<file path="src/rtl/i4gsdp_pkg.sv">
// Shared types for the int4 group-scaled dot product unit.
// No dependencies.
`default_nettype none

package i4gsdp_pkg;

	localparam int GACC_W = 19;
	localparam int ASUM_W = 15;

	// one finished group, handed from the integer front to the float back
	typedef struct packed {
		logic [GACC_W-1:0] diff;
		logic [31:0]       act_scale;
		logic [15:0]       weight_scale;
		logic              row_end;
	} group_item_t;

	// handshake between the queue and its neighbors
	typedef struct packed {
		logic full;
		logic empty;
	} queue_status_t;

endpackage

`default_nettype wire

</file>
<file path="src/rtl/i4gsdp_queue.sv">
// Short FIFO of finished groups between front and back.
// Depends on i4gsdp_pkg.
`default_nettype none

module i4gsdp_queue
	import i4gsdp_pkg::*;
#(
	parameter int DEPTH = 2
) (
	input  wire logic          clk,
	input  wire logic          arst_n,
	input  wire logic          wr_en,
	input  wire group_item_t   wr_item,
	input  wire logic          rd_en,
	output      group_item_t   rd_item,
	output      queue_status_t status
);

	localparam int AW = (DEPTH > 1) ? $clog2(DEPTH) : 1;
	localparam int CW = $clog2(DEPTH + 1);

	group_item_t    mem_q [DEPTH];
	logic [AW-1:0]  wr_ptr_q;
	logic [AW-1:0]  rd_ptr_q;
	logic [CW-1:0]  count_q;

	assign status.full  = (count_q == CW'(DEPTH));
	assign status.empty = (count_q == '0);
	assign rd_item      = mem_q[rd_ptr_q];

	always_ff @(posedge clk) begin
		if (wr_en) begin
			mem_q[wr_ptr_q] <= wr_item;
		end
	end

	always_ff @(posedge clk or negedge arst_n) begin
		if (!arst_n) begin
			wr_ptr_q <= '0;
			rd_ptr_q <= '0;
			count_q  <= '0;
		end else begin
			if (wr_en) begin
				wr_ptr_q <= (wr_ptr_q == AW'(DEPTH - 1)) ? '0 : wr_ptr_q + 1'b1;
			end
			if (rd_en) begin
				rd_ptr_q <= (rd_ptr_q == AW'(DEPTH - 1)) ? '0 : rd_ptr_q + 1'b1;
			end
			case ({wr_en, rd_en})
				2'b10:   count_q <= count_q + 1'b1;
				2'b01:   count_q <= count_q - 1'b1;
				default: count_q <= count_q;
			endcase
		end
	end

endmodule

`default_nettype wire

</file>
<file path="src/rtl/i4gsdp_front.sv">
// Integer front end: nibble MAC per byte, offset correction at group or row end.
// Depends on i4gsdp_pkg.
`default_nettype none

module i4gsdp_front
	import i4gsdp_pkg::*;
(
	input  wire logic                 clk,
	input  wire logic                 arst_n,
	input  wire logic                 push,
	output      logic                 full,
	input  wire logic [7:0]           weight_byte,
	input  wire logic signed [7:0]    act_first,
	input  wire logic signed [7:0]    act_second,
	input  wire logic                 group_end,
	input  wire logic                 row_end,
	input  wire logic [31:0]          act_scale,
	input  wire logic [15:0]          weight_scale,
	input  wire logic signed [ASUM_W-1:0] act_group_sum,
	output      logic                 q_push,
	output      group_item_t          q_item,
	input  wire queue_status_t        q_status
);

	logic [GACC_W-1:0] gacc_q;
	logic signed [12:0] prod_lo;
	logic signed [12:0] prod_hi;
	logic [GACC_W-1:0]  gsum;
	logic               accept;
	logic               grp_done;

	assign full     = q_status.full;
	assign accept   = push && !full;
	assign grp_done = group_end || row_end;

	assign prod_lo = $signed({1'b0, weight_byte[3:0]}) * act_first;
	assign prod_hi = $signed({1'b0, weight_byte[7:4]}) * act_second;
	assign gsum    = gacc_q + GACC_W'(prod_lo) + GACC_W'(prod_hi);

	assign q_push              = accept && grp_done;
	assign q_item.diff         = gsum - GACC_W'($signed({act_group_sum, 3'b000}));
	assign q_item.act_scale    = act_scale;
	assign q_item.weight_scale = weight_scale;
	assign q_item.row_end      = row_end;

	always_ff @(posedge clk or negedge arst_n) begin
		if (!arst_n) begin
			gacc_q <= '0;
		end else if (accept) begin
			gacc_q <= grp_done ? '0 : gsum;
		end
	end

endmodule

`default_nettype wire

</file>
<file path="src/rtl/i4gsdp_back.sv">
// Float back end: two scale multiplies and the row accumulate, on one
// shared multiply/add, normalize and round datapath. Depends on i4gsdp_pkg.
`default_nettype none

module i4gsdp_back
	import i4gsdp_pkg::*;
(
	input  wire logic          clk,
	input  wire logic          arst_n,
	input  wire group_item_t   q_item,
	input  wire queue_status_t q_status,
	output      logic          q_pop,
	input  wire logic          pop,
	output      logic          empty,
	output      logic [31:0]   dot_value
);

	typedef struct packed {
		logic               sign;
		logic               nan;
		logic               inf;
		logic               zero;
		logic [23:0]        man;
		logic signed [10:0] expo;
		logic [31:0]        bits;
	} fp_unpk_t;

	typedef enum logic [4:0] {
		ST_IDLE = 5'b00001,
		ST_OP   = 5'b00010,
		ST_NORM = 5'b00100,
		ST_RND  = 5'b01000,
		ST_EMIT = 5'b10000
	} state_t;

	localparam logic [1:0] PH_SCALE_A = 2'd0;
	localparam logic [1:0] PH_SCALE_W = 2'd1;
	localparam logic [1:0] PH_ACCUM   = 2'd2;

	localparam logic [31:0] QNAN_DEFAULT = 32'hFFC0_0000;
	localparam logic [30:0] INF_MAG      = 31'h7F80_0000;
	localparam logic [31:0] QUIET_BIT    = 32'h0040_0000;

	function automatic fp_unpk_t unpk_f32(input logic [31:0] b);
		fp_unpk_t u;
		u.sign = b[31];
		u.nan  = (b[30:23] == 8'hFF) && (b[22:0] != '0);
		u.inf  = (b[30:23] == 8'hFF) && (b[22:0] == '0);
		u.zero = (b[30:0] == '0);
		u.man  = {b[30:23] != 8'h00, b[22:0]};
		u.expo = (b[30:23] == 8'h00) ? 11'sd1 : $signed({3'b000, b[30:23]});
		u.bits = b;
		return u;
	endfunction

	// half: zero, subnormal as man * 2^-24, everything else rebiased
	function automatic fp_unpk_t unpk_f16(input logic [15:0] h);
		fp_unpk_t u;
		u.sign = h[15];
		u.nan  = 1'b0;
		u.inf  = 1'b0;
		u.zero = (h[14:0] == '0);
		u.man  = (h[14:10] == 5'd0) ? {14'd0, h[9:0]} : {1'b1, h[9:0], 13'd0};
		u.expo = (h[14:10] == 5'd0) ? 11'sd126 : $signed({6'd0, h[14:10]}) + 11'sd112;
		u.bits = '0;
		return u;
	endfunction

	// integer, exact: value = magnitude * 2^0
	function automatic fp_unpk_t unpk_int(input logic [GACC_W-1:0] d);
		fp_unpk_t u;
		logic [GACC_W-1:0] mag;
		mag    = d[GACC_W-1] ? (~d + 1'b1) : d;
		u.sign = d[GACC_W-1];
		u.nan  = 1'b0;
		u.inf  = 1'b0;
		u.zero = (d == '0);
		u.man  = 24'(mag);
		u.expo = 11'sd150;
		u.bits = '0;
		return u;
	endfunction

	state_t      state_q;
	logic [1:0]  phase_q;
	group_item_t cur_q;
	logic [31:0] t_q;
	logic [31:0] acc_q;
	logic [31:0] out_q;
	logic        out_valid_q;

	logic [49:0]        r_s1;
	logic signed [10:0] k_s1;
	logic               sign_s1;
	logic [47:0]        m_s2;
	logic signed [10:0] er_s2;
	logic               sign_s2;

	// operand select and first arithmetic step
	fp_unpk_t    ua, ub, big, sml;
	logic        op_sign;
	logic [49:0] op_r;
	logic signed [10:0] op_k;
	logic        spec_hit;
	logic [31:0] spec_bits;
	logic [47:0] prod;
	logic        a_ge;
	logic [10:0] ediff;
	logic [5:0]  ash;
	logic [49:0] sm50, bg50, sm_al;

	always_comb begin
		case (phase_q)
			PH_SCALE_A: begin
				ua = unpk_int(cur_q.diff);
				ub = unpk_f32(cur_q.act_scale);
			end
			PH_SCALE_W: begin
				ua = unpk_f32(t_q);
				ub = unpk_f16(cur_q.weight_scale);
			end
			default: begin
				ua = unpk_f32(acc_q);
				ub = unpk_f32(t_q);
			end
		endcase

		prod  = ua.man * ub.man;
		a_ge  = {ua.expo, ua.man} >= {ub.expo, ub.man};
		big   = a_ge ? ua : ub;
		sml   = a_ge ? ub : ua;
		ediff = 11'(big.expo - sml.expo);
		ash   = (ediff > 11'd50) ? 6'd50 : ediff[5:0];
		sm50  = {1'b0, sml.man, 25'd0};
		bg50  = {1'b0, big.man, 25'd0};
		sm_al = (sm50 >> ash) | {49'd0, |(sm50 & ((50'd1 << ash) - 50'd1))};

		spec_hit  = 1'b0;
		spec_bits = '0;
		op_sign   = ua.sign ^ ub.sign;
		op_r      = {prod, 2'b00};
		op_k      = ua.expo + ub.expo - 11'sd126;

		if (ua.nan) begin
			spec_hit  = 1'b1;
			spec_bits = ua.bits | QUIET_BIT;
		end else if (ub.nan) begin
			spec_hit  = 1'b1;
			spec_bits = ub.bits | QUIET_BIT;
		end else if (phase_q != PH_ACCUM) begin
			if ((ua.inf && ub.zero) || (ua.zero && ub.inf)) begin
				spec_hit  = 1'b1;
				spec_bits = QNAN_DEFAULT;
			end else if (ua.inf || ub.inf) begin
				spec_hit  = 1'b1;
				spec_bits = {op_sign, INF_MAG};
			end else if (ua.zero || ub.zero) begin
				spec_hit  = 1'b1;
				spec_bits = {op_sign, 31'd0};
			end
		end else begin
			op_sign = big.sign;
			op_r    = (ua.sign ^ ub.sign) ? bg50 - sm_al : bg50 + sm_al;
			op_k    = big.expo + 11'sd1;
			if (ua.inf && ub.inf && (ua.sign != ub.sign)) begin
				spec_hit  = 1'b1;
				spec_bits = QNAN_DEFAULT;
			end else if (ua.inf) begin
				spec_hit  = 1'b1;
				spec_bits = ua.bits;
			end else if (ub.inf) begin
				spec_hit  = 1'b1;
				spec_bits = ub.bits;
			end else if (ua.zero && ub.zero) begin
				spec_hit  = 1'b1;
				spec_bits = {ua.sign & ub.sign, 31'd0};
			end else if (ua.zero) begin
				spec_hit  = 1'b1;
				spec_bits = ub.bits;
			end else if (ub.zero) begin
				spec_hit  = 1'b1;
				spec_bits = ua.bits;
			end else if (op_r == '0) begin
				spec_hit  = 1'b1;
				spec_bits = '0;
			end
		end
	end

	// leading-one search and normalize
	logic [5:0]  lz;
	logic [49:0] r_norm;
	always_comb begin
		lz = '0;
		for (int i = 0; i < 50; i++) begin
			if (r_s1[i]) lz = 6'(49 - i);
		end
		r_norm = r_s1 << lz;
	end

	// round to nearest even, with gradual underflow
	logic signed [10:0] shv;
	logic [5:0]  rsh;
	logic [47:0] mm;
	logic [30:0] base, rres;
	logic        rup;
	logic [31:0] rnd_bits;
	always_comb begin
		shv = 11'sd1 - er_s2;
		rsh = (shv > 11'sd48) ? 6'd48 : shv[5:0];
		if (er_s2 >= 11'sd1) begin
			mm   = m_s2;
			base = {er_s2[7:0], m_s2[46:24]};
		end else begin
			mm   = (m_s2 >> rsh) | {47'd0, |(m_s2 & ((48'd1 << rsh) - 48'd1))};
			base = {8'd0, mm[46:24]};
		end
		rup  = mm[23] && ((|mm[22:0]) || mm[24]);
		rres = base + 31'(rup);
		rnd_bits = (er_s2 > 11'sd254) ? {sign_s2, INF_MAG} : {sign_s2, rres};
	end

	logic        wb_en;
	logic [31:0] wb_bits;
	assign wb_en   = ((state_q == ST_OP) && spec_hit) || (state_q == ST_RND);
	assign wb_bits = (state_q == ST_RND) ? rnd_bits : spec_bits;

	assign q_pop     = (state_q == ST_IDLE) && !q_status.empty;
	assign empty     = !out_valid_q;
	assign dot_value = out_q;

	always_ff @(posedge clk) begin
		if (q_pop) cur_q <= q_item;
		if (state_q == ST_OP) begin
			r_s1    <= op_r;
			k_s1    <= op_k;
			sign_s1 <= op_sign;
		end
		if (state_q == ST_NORM) begin
			m_s2    <= r_norm[49:2] | {47'd0, |r_norm[1:0]};
			er_s2   <= k_s1 - $signed({5'd0, lz});
			sign_s2 <= sign_s1;
		end
		if (wb_en && (phase_q != PH_ACCUM)) t_q <= wb_bits;
		if ((state_q == ST_EMIT) && !out_valid_q) out_q <= acc_q;
	end

	always_ff @(posedge clk or negedge arst_n) begin
		if (!arst_n) begin
			state_q     <= ST_IDLE;
			phase_q     <= PH_SCALE_A;
			acc_q       <= '0;
			out_valid_q <= 1'b0;
		end else begin
			if (pop && out_valid_q) out_valid_q <= 1'b0;
			case (state_q)
				ST_IDLE: begin
					if (q_pop) begin
						phase_q <= PH_SCALE_A;
						state_q <= ST_OP;
					end
				end
				// a write-back picks the next state below
				ST_OP, ST_RND: if (!wb_en) state_q <= ST_NORM;
				ST_NORM: state_q <= ST_RND;
				ST_EMIT: begin
					if (!out_valid_q) begin
						out_valid_q <= 1'b1;
						acc_q       <= '0;
						state_q     <= ST_IDLE;
					end
				end
				default: state_q <= ST_IDLE;
			endcase
			if (wb_en) begin
				case (phase_q)
					PH_SCALE_A: begin
						phase_q <= PH_SCALE_W;
						state_q <= ST_OP;
					end
					PH_SCALE_W: begin
						phase_q <= PH_ACCUM;
						state_q <= ST_OP;
					end
					default: begin
						acc_q   <= wb_bits;
						state_q <= cur_q.row_end ? ST_EMIT : ST_IDLE;
					end
				endcase
			end
		end
	end

endmodule

`default_nettype wire

</file>
<file path="src/rtl/int4_group_scaled_dot_product_unit.sv">
// Top level of the int4 group-scaled dot product unit.
// Depends on i4gsdp_pkg, i4gsdp_front, i4gsdp_queue, i4gsdp_back.
`default_nettype none

// One weight byte (two int4 weights) is taken per cycle; the integer MAC
// runs at that rate with no stall except when the group queue is full.
// Each group end or row end enqueues one entry of QUEUE_DEPTH; the float
// back end loads a group, then scales it by the activation scale, scales
// by the weight scale and accumulates, each as multiply/add, normalize,
// round on one shared datapath (fewer steps when an operand is zero, inf
// or NaN), and at row end hands the row sum to the result register once
// it is empty. It pops the next group only when back in idle. Results follow
// IEEE single precision, round to nearest even, subnormals kept.

module int4_group_scaled_dot_product_unit
	import i4gsdp_pkg::*;
#(
	parameter int QUEUE_DEPTH = 2
) (
	input  wire logic                     clk,
	input  wire logic                     arst_n,
	input  wire logic                     push,
	output      logic                     full,
	input  wire logic [7:0]               weight_byte,
	input  wire logic signed [7:0]        act_first,
	input  wire logic signed [7:0]        act_second,
	input  wire logic                     group_end,
	input  wire logic                     row_end,
	input  wire logic [31:0]              act_scale,
	input  wire logic [15:0]              weight_scale,
	input  wire logic signed [ASUM_W-1:0] act_group_sum,
	output      logic                     empty,
	input  wire logic                     pop,
	output      logic [31:0]              dot_value
);

	logic          q_push;
	logic          q_pop;
	group_item_t   q_wr_item;
	group_item_t   q_rd_item;
	queue_status_t q_status;

	i4gsdp_front u_front (
		.clk          (clk),
		.arst_n       (arst_n),
		.push         (push),
		.full         (full),
		.weight_byte  (weight_byte),
		.act_first    (act_first),
		.act_second   (act_second),
		.group_end    (group_end),
		.row_end      (row_end),
		.act_scale    (act_scale),
		.weight_scale (weight_scale),
		.act_group_sum(act_group_sum),
		.q_push       (q_push),
		.q_item       (q_wr_item),
		.q_status     (q_status)
	);

	i4gsdp_queue #(.DEPTH(QUEUE_DEPTH)) u_queue (
		.clk    (clk),
		.arst_n (arst_n),
		.wr_en  (q_push),
		.wr_item(q_wr_item),
		.rd_en  (q_pop),
		.rd_item(q_rd_item),
		.status (q_status)
	);

	i4gsdp_back u_back (
		.clk      (clk),
		.arst_n   (arst_n),
		.q_item   (q_rd_item),
		.q_status (q_status),
		.q_pop    (q_pop),
		.pop      (pop),
		.empty    (empty),
		.dot_value(dot_value)
	);

	// a group is never written into a full queue
	a_no_overflow: assert property (@(posedge clk) disable iff (!arst_n)
		q_push |-> !q_status.full)
		else $error("group queue overflow");

	// the back end never takes an entry that is not there
	a_no_underflow: assert property (@(posedge clk) disable iff (!arst_n)
		q_pop |-> !q_status.empty)
		else $error("group queue underflow");

	// a queue entry written while empty is visible in the next cycle
	a_fill_seen: assert property (@(posedge clk) disable iff (!arst_n)
		(q_push && q_status.empty) |=> !q_status.empty)
		else $error("queued group lost");

endmodule

`default_nettype wire

</file>
<file path="config.mk">
export PLATFORM = sky130hd
export DESIGN_NAME = int4_group_scaled_dot_product_unit
export DESIGN_NICKNAME = d
export VERILOG_FILES = /design/src/rtl/i4gsdp_pkg.sv /design/src/rtl/i4gsdp_queue.sv /design/src/rtl/i4gsdp_front.sv /design/src/rtl/i4gsdp_back.sv /design/src/rtl/int4_group_scaled_dot_product_unit.sv
export SDC_FILE = /design/constraint.sdc
export NUM_CORES = 2
export LEC_CHECK = 0
export ABC_AREA = 1
export BUFFER_PORTS_ARGS = -buffer_cell sky130_fd_sc_hd__buf_2
export CAP_MARGIN = 25
export CORE_ASPECT_RATIO = 1.5
export CORE_UTILIZATION = 55
export CTS_BUF_LIST = sky130_fd_sc_hd__clkbuf_8 sky130_fd_sc_hd__clkbuf_16
export DETAILED_ROUTE_END_ITERATION = 7
export PLACE_DENSITY_LB_ADDON = 0.1
export SLEW_MARGIN = 10
export SYNTH_ARGS = -nofsm -noshare
export SYNTH_HDL_FRONTEND = slang
export SYNTH_HIERARCHICAL = 1
export SYNTH_SLANG_ARGS = --single-unit
</file>
<file path="constraint.sdc">
create_clock -name clk -period 9 [get_ports clk]
set_input_delay 0.9 -clock clk [delete_from_list [all_inputs] [get_ports clk]]
set_output_delay 0.9 -clock clk [all_outputs]
set_load 0.02 [all_outputs]
</file>
Word-level counts from Yosys, hierarchy flattened
Memories as Yosys holds them, arrays and structs flattened. A register that Yosys moved wholly into a read port is not among the register bits.
Index checks and enable logic that the tools add are counted.
Widths: inputs -> output; s select.
{"block": "word_totals", "input_bits": 93, "out_inout_bits": 34, "ram_bits": 136, "mem_count": 1, "ff_bits": 249, "word_cells": 257}
{"block": "classes", "reduce_logical": 58, "n_eq_ne": 16, "n_shift": 5, "n_addsub": 20, "n_mul": 3, "muxes": 124, "order_cmp": 5, "bitwise_logic": 8}
{"name": "u_queue.mem_q", "words": 2, "word_bits": 68, "read_ports": 1, "rd_clocked_by_memory_dff": 1, "wr": 1, "line_no": "i4gsdp_queue.sv:22", "rtl": "group_item_t mem_q [DEPTH];"}
{"op": "$mux 32", "count": 17}
{"op": "$mux 6", "count": 52}
{"op": "$pmux 71 s2", "count": 2}
{"op": "$mux 50", "count": 4}
{"op": "$logic_not 31->1", "count": 3}
{"op": "$mux 71", "count": 1}
{"op": "$logic_not 23->1", "count": 3}
{"op": "$reduce_bool 23->1", "count": 3}
{"op": "$mux 67", "count": 1}
{"op": "$mux 31", "count": 2}
{"op": "$add 49x50->50", "count": 1}
{"op": "$and 49x50->50", "count": 1}
{"op": "$logic_not 50->1", "count": 1}
{"op": "$or 50x1->50", "count": 1}
{"op": "$reduce_or 50->1", "count": 1}
{"op": "$shl 1x6->50 const A", "count": 1}
{"op": "$shl 50x6->50", "count": 1}
{"op": "$shr 49x6->50", "count": 1}
{"op": "$sub 49x50->50", "count": 1}
{"op": "$sub 50x1->50 const B", "count": 1}
{"op": "$and 48x48->48", "count": 1}
{"op": "$mul 24x24->48", "count": 1}
{"op": "$or 48x1->48", "count": 1}
{"op": "$reduce_or 48->1", "count": 1}
{"op": "other kinds (63)", "count": 137}

Logic depth before layout (Yosys ltp)
{"block": "depth", "ltp_word": 53, "ltp_mapped": 84, "mapped_depth_nobuf": 80}

Modules after synthesis
The synthesis kept the hierarchy.
{"mod": "i4gsdp_back", "seq_area_each_um2": 8629.5, "cells_per_inst": 7520, "area_each_um2": 50917.6, "n_inst": 1}
{"mod": "i4gsdp_front", "seq_area_each_um2": 475.5, "cells_per_inst": 848, "area_each_um2": 6009.5, "n_inst": 1}
{"mod": "i4gsdp_queue", "seq_area_each_um2": 4184.0, "cells_per_inst": 379, "area_each_um2": 5235.0, "n_inst": 1}

Least setup slack after synthesis
Ideal clock, no wire load.
{"block": "synth_path", "kind": "reg2reg", "start": "register, netlist name u_back/cur_q[49]", "end": "register u_back.t_q[0] (enable)", "setup_ps": 387, "period_less_slack_ps": 9784, "t_required_ps": 8613, "arrival_ps": 9397, "setup_slack_ps": -784, "n_path_buf": 5, "stages_incl_launch_ff": 80, "path_cell_list": "edfxtp_1 > inv_1 > ha_1 > inv_1 > nor3_1 > nand3_1 > nor3_1 > nand3_1 > nand2_1 > a21oi_1 > nor2_1 > clkinv_1 > clkbuf_1 > ha_1 > inv_1 > nor2_1 > nand2_1 > nor2_1 > [... 44 more ...] > nand2_1 > nand3_1 > nand2_1 > inv_1 > o31ai_1 > nand2_1 > nand2_1 > nor2_1 > nand4_1 > nor3_1 > nand3_1 > nand2_1 > nand2_2 > nand2_4 > nand2_4 > inv_1 > nand2_1 > inv_1"}
{"block": "synth_via", "elab_chain_len": 30, "word_cells_on_any_way": 41, "classes_between": "add/sub (5); order compare (2); shift (2); mux (19); bitwise (3); reduce/logical (10)"}
{"item": "$not 19->19", "line_no": "i4gsdp_back.sv:73", "rtl": "mag = d[GACC_W-1] ? (~d + 1'b1) : d;"}
{"item": "$add 19x1->19", "line_no": "i4gsdp_back.sv:73"}
{"item": "$mux 19", "line_no": "i4gsdp_back.sv:73"}
{"item": "$pmux 71 s2 (*)", "line_no": "i4gsdp_back.sv:113", "rtl": "case (phase_q)"}
{"item": "$ge 35x35->1", "line_no": "i4gsdp_back.sv:129", "rtl": "a_ge = {ua.expo, ua.man} >= {ub.expo, ub.man};"}
{"item": "$mux 71 / $mux 67 (equally long branches)", "line_no": "i4gsdp_back.sv:130, i4gsdp_back.sv:131"}
{"item": "$sub 11x11->11", "line_no": "i4gsdp_back.sv:132", "rtl": "ediff = 11'(big.expo - sml.expo);"}
{"item": "$gt 11x6->1", "line_no": "i4gsdp_back.sv:133", "rtl": "ash = (ediff > 11'd50) ? 6'd50 : ediff[5:0];"}
{"item": "[... 14 more ...]"}
{"item": "$mux 1", "line_no": "i4gsdp_back.sv:168", "rtl": "end else if (ua.inf) begin"}
{"item": "$mux 1", "line_no": "i4gsdp_back.sv:165", "rtl": "if (ua.inf && ub.inf && (ua.sign != ub.sign)) begin"}
{"item": "$mux 1 (*)", "line_no": "i4gsdp_back.sv:150", "rtl": "end else if (phase_q != PH_ACCUM) begin"}
{"item": "$mux 1 (*)", "line_no": "i4gsdp_back.sv:147", "rtl": "end else if (ub.nan) begin"}
{"item": "$mux 1 (*)", "line_no": "i4gsdp_back.sv:144", "rtl": "if (ua.nan) begin"}
{"item": "$logic_and 1x1->1 (*)", "line_no": "i4gsdp_back.sv:225", "rtl": "assign wb_en = ((state_q == ST_OP) && spec_hit) || (state_q == ST_RND);"}
{"item": "$logic_or 1x1->1 (*)", "line_no": "i4gsdp_back.sv:225"}
{"item": "$logic_and 1x1->1 (*)", "line_no": "i4gsdp_back.sv:244", "rtl": "if (wb_en && (phase_q != PH_ACCUM)) t_q <= wb_bits;"}
{"item": "end signal, assigned", "line_no": "i4gsdp_back.sv:244"}
{"item": "end, declared", "line_no": "i4gsdp_back.sv:87", "rtl": "logic [31:0] t_q;"}
Mark *: on every way between the ends. The rest lies on a longest branch, timed or not.
A chain may end at the register's enable or synchronous reset.

Worst setup path in the final report
{"block": "layout_path", "start": "register, netlist name u_back/cur_q[49]", "end": "register u_back.r_s1[48] (data pin)"}
{"block": "layout_via", "elab_chain_len": 19, "word_cells_on_any_way": 23, "classes_between": "add/sub (5); mul (1); order compare (2); shift (2); mux (9); bitwise (3); reduce/logical (1)"}
{"item": "$not 19->19", "line_no": "i4gsdp_back.sv:73"}
{"item": "$add 19x1->19", "line_no": "i4gsdp_back.sv:73"}
{"item": "$mux 19 (*)", "line_no": "i4gsdp_back.sv:73"}
{"item": "$pmux 71 s2 (*)", "line_no": "i4gsdp_back.sv:113"}
{"item": "$ge 35x35->1", "line_no": "i4gsdp_back.sv:129"}
{"item": "$mux 71 / $mux 67 (equally long branches)", "line_no": "i4gsdp_back.sv:130, i4gsdp_back.sv:131"}
{"item": "$sub 11x11->11", "line_no": "i4gsdp_back.sv:132"}
{"item": "$gt 11x6->1", "line_no": "i4gsdp_back.sv:133"}
{"item": "[... 4 more ...]"}
{"item": "$reduce_or 50->1", "line_no": "i4gsdp_back.sv:136", "rtl": "sm_al = (sm50 >> ash) | {49'd0, |(sm50 & ((50'd1 << ash) - 50'd1))};"}
{"item": "$or 50x1->50", "line_no": "i4gsdp_back.sv:136"}
{"item": "$add 49x50->50 / $sub 49x50->50 (equally long branches)", "line_no": "i4gsdp_back.sv:163", "rtl": "op_r = (ua.sign ^ ub.sign) ? bg50 - sm_al : bg50 + sm_al;"}
{"item": "$mux 50", "line_no": "i4gsdp_back.sv:163"}
{"item": "$mux 50", "line_no": "i4gsdp_back.sv:150"}
{"item": "$mux 50", "line_no": "i4gsdp_back.sv:147"}
{"item": "$mux 50 (*)", "line_no": "i4gsdp_back.sv:144"}
{"item": "via u_back.op_r[48]", "line_no": "i4gsdp_back.sv:102", "rtl": "logic [49:0] op_r;"}
{"item": "end signal, assigned", "line_no": "i4gsdp_back.sv:235", "rtl": "r_s1 <= op_r;"}
{"item": "end, declared", "line_no": "i4gsdp_back.sv:92", "rtl": "logic [49:0] r_s1;"}
The timed path passes the listed nets; every way through them passes the cells marked *.

==> results.py <==
metrics = {
    "logic_synthesis": {
        "yosysSeqAreaShare_pct": 21.4,
        "synthArstFlopShare_pct": 13.9,
        "synth_compound_area_share_pct": 11.8,
        "synthCells": 8747,
        "synth_nets": 9770,
        "ys_ff_latch": 453,
        "ys_warn_count": 6,
        "yosys.cell_count.top_type": "nand2_1",
        "synth_top_family_by_area": "simple AND/OR/NAND/NOR gates",
        "synth_common_cells": "2,200 x nand2_1, 1,580 x inv_1, 737 x nor2_1",
        "synthXorXnorAreaFrac_pct": 1.69,
        "synthMuxAreaShare_pct": 0.225,
        "synth_edf_count": 390,
        "ys_top_cells_by_area": "edfxtp_1 19%, fa_1 17%, nand2_1 13%",
        "synth_top_area_share_pct": 18.8,
        "syn_area_mm2": 0.0622,
        "synth_cell_types": 79,
        "synth_fa_ha_area_share_pct": 25.2,
        "avgSynthCellArea_um2": 7.11,
        "synth-main-ff-cell": "edfxtp_1",
        "yosys.area_share.simple_pct": 26.8,
        "yosysTopAreaCell": "edfxtp_1",
    },
    "setup_path": {
        "critPathMaxStageDelay_ns": 0.75,
        "ff2ff_setup_slack_ns": -1.82,
        "cp-end-kind": "register",
        "ff2ff_path_depth": 51,
        "critPathSlowestCell": "fa_1",
        "r2r-start": "u_back/cur_q[49]",
        "cp_data_required_time_ns": 9.43,
        "path_class": "register to register",
        "crit_top_cell": "fa_1",
        "r2r-end": "u_back/r_s1[48]",
        "worstPathArrival_ns": 11.25,
        "critPathLaunchType": "register",
        "cp_max_fo": 6,
    },
    "outcome": {
        "outcome": "complete, but fails checks",
        "violations": "design-rule violations, negative setup slack",
    },
    "hold_path": {
        "hold_depth": 1,
        "min_from": "weight_scale[5]",
        "hold_path_end": "u_queue/mem_q[0][6]",
        "hold_path_class": "primary input to register",
    },
    "route": {
        "vias": 69800,
        "wirelength_um": 297000,
        "route.detailed.drc": 11,
        "viasPerCell": 6.16,
        "ant_nets": 0,
        "drt_iter0_drc": 8204,
        "drtPass1Iterations": 8,
        "wl_per_cell_um": 26.2,
    },
    "timing": {
        "timing.setup.tns_ns": -97.50,
        "rsz0062_at_grt": "yes",
        "fin_crit_sh_pct": 120,
        "setup_viol": 99,
        "slew_headroom_pct": 14.6,
        "worst_slack_ns": -1.82,
        "slew_viol_final": 0,
        "tightestPinTransition_ns": 1.27,
        "fin_skew_ns": 0.0545,
        "hold_violations": 0,
        "clock.fmax_mhz": 92.5,
        "fin_crit_ns": 10.82,
    },
    "global_route": {
        "grt-ovfl-total": 0,
        "grt_pass1_vias": 69200,
        "grtUsageTotal_pct": 49.6,
        "grt_pass1_wl_um": 418000,
        "antenna_found_initial": 31,
        "grt_max_degree": 89,
    },
    "clock_network": {
        "cts_max_path_buffers": 3,
        "cts-root-buf": "clkbuf_16",
        "cts_tree": "done",
        "cts_inserted_buffers": 43,
        "htreeDepth": 2,
        "clock_latency_ns": 0.67,
        "hold_buffers": 0,
        "clkSinkCount": 453,
        "path_clk_slew_ns": 0.10,
    },
    "place": {
        "dp_slack_ns": -1.24,
        "placed_cells": 11100,
        "gp_congestion": 1.14,
        "dpl.hpwl_um": 225000,
        "portBuffers": 126,
    },
    "floorplanning": {
        "initial_core_util_pct": 55.7,
        "core_mm2": 0.112,
        "die_area_mm2": 0.114,
        "die_width_um": 276,
        "num_rows": 150,
        "io_pins": 127,
        "dieHeight_um": 414,
    },
    "layout": {
        "drive_above_1_share_pct": 21.3,
        "syn2layout_area_growth_pct": 24.1,
        "nNetsFinal": 10900,
        "final_cell_count_no_fill": 11300,
    },
    "run": {
        "maxCapViolations": 0,
    },
}
how the worst max path moves through the flow:
stage,end,depth (start not counted),slack [ns],from
after floorplan,u_back/r_s1[48],47,0.008,u_back/phase_q[1]
after CTS,u_back/r_s1[45],52,-0.59,u_back/cur_q[49]
after global routing,u_back/r_s1[48],51,-1.90,u_back/cur_q[50]
after global placement,u_back/acc_q[16],81,-0.87,u_back/cur_q[49]
final,u_back/r_s1[48],51,-1.82,u_back/cur_q[49]
after detailed placement,u_back/acc_q[26],80,-1.24,u_back/cur_q[49]
cell type report:
cell class	instances	area, µm²
multi-input cells	6264	43000
well taps	1444	1810
diodes	18	45.0
inverters	1626	6140
flip-flops and latches	453	13300
clock buffers	46	1120
fillers	8982	34500
repair buffers	1446	11300
clock inverters	33	408
worst max-delay path: cells and delay by family, from the launching register on:
kind,cells,cell delay (ns)
compound gates,13,2.20
xor+xnor,1,0.18
fa+ha+maj,8,4.07
buf+inv,12,1.65
flops,1,0.46
simple gates,17,1.97
repair_timing:
item,4_1_cts,5_1_grt
gates resized for setup,145,447
cloned,6,1
pin swaps,92,231
buffers inserted,50,75
setup endpoints to repair,91,96
sequential cells by signal (all words and copies together), names as in the netlist, 2 cells and up:
name and cells:
u_back/er_s2 11, u_back/cur_q 68, u_back/dot_value 32, u_back/k_s1 11, u_queue/count_q 2, u_back/state_q 5, u_back/m_s2 48, u_back/r_s1 50
u_back/t_q 32, u_back/phase_q 2, u_back/acc_q 32, u_front/gacc_q 19, u_queue/mem_q 136
placed cells by master, fill, tap and decap left out, types with 19 or more instances in the layout:
master     netlist  layout
nand2_2         25     120
o22ai_1         70      57
nand2_1       2200    2069
nor4_1          50      49
nor3_1         101      96
nand3_1        541     495
buf_6            9      42
buf_12           0      36
a22oi_1         33      33
ha_4             0      19
clkbuf_16        0      44
dfrtp_1         62      61
xor2_1          85      80
nand2_4          2      38
nand3_2         12      50
fa_1           539     529
o221ai_1        21      21
nand4_1        143     143
edfxtp_1       390     390
o21ai_0        532     487
nand3b_1        24      24
buf_4           69    1227
clkinv_1        19      21
nor2_4           7      26
nor2_2          15      40
a31oi_1         42      34
o21ai_1        102     103
o211ai_1        47      47
buf_2           45     126
inv_1         1580    1542
a21oi_1        286     249
o21ai_2          6      42
nor2_1         737     693
xnor2_1         31      28
o31ai_1         23      19
inv_2           27      60
a21oi_2          6      34
ha_1           391     368
or2_2           26      24
logic make-up after synthesis:
kind of cell             after synthesis
AO/OA/AOI/OAI                       1283
XOR/XNOR                             118
adder cells (fa/ha/maj)              930
buffers and inverters               2030
flip-flops                           453
multiplexers                          14
AND/OR/NAND/NOR                     3919
layer usage:
layer | up-vias | share of wire (%) | track usage, %
met5 | - | 0.054 | 0.0420
met1 | 32400 | 31 | 48.9
met4 | 20 | 13 | 52.5
met3 | 2218 | 11 | 14.3
met2 | 5061 | 45 | 81.5
li1 | 30100 | - | -
metrics by stage:
stage	instance area, µm²	hold slack, ns	util [%]
6_report	77100	0.432	69.1
5_1_grt	77100	0.431	69.1
4_1_cts	74900	0.424	67.1
3_5_place_dp	72300	0.449	64.7
3_3_place_gp	72300	0.436	64.7
2_1_floorplan	62300	0.400	-
Power is not shown: default switching activity piles up to over one toggle a cycle in this logic, so the estimate is an artifact.
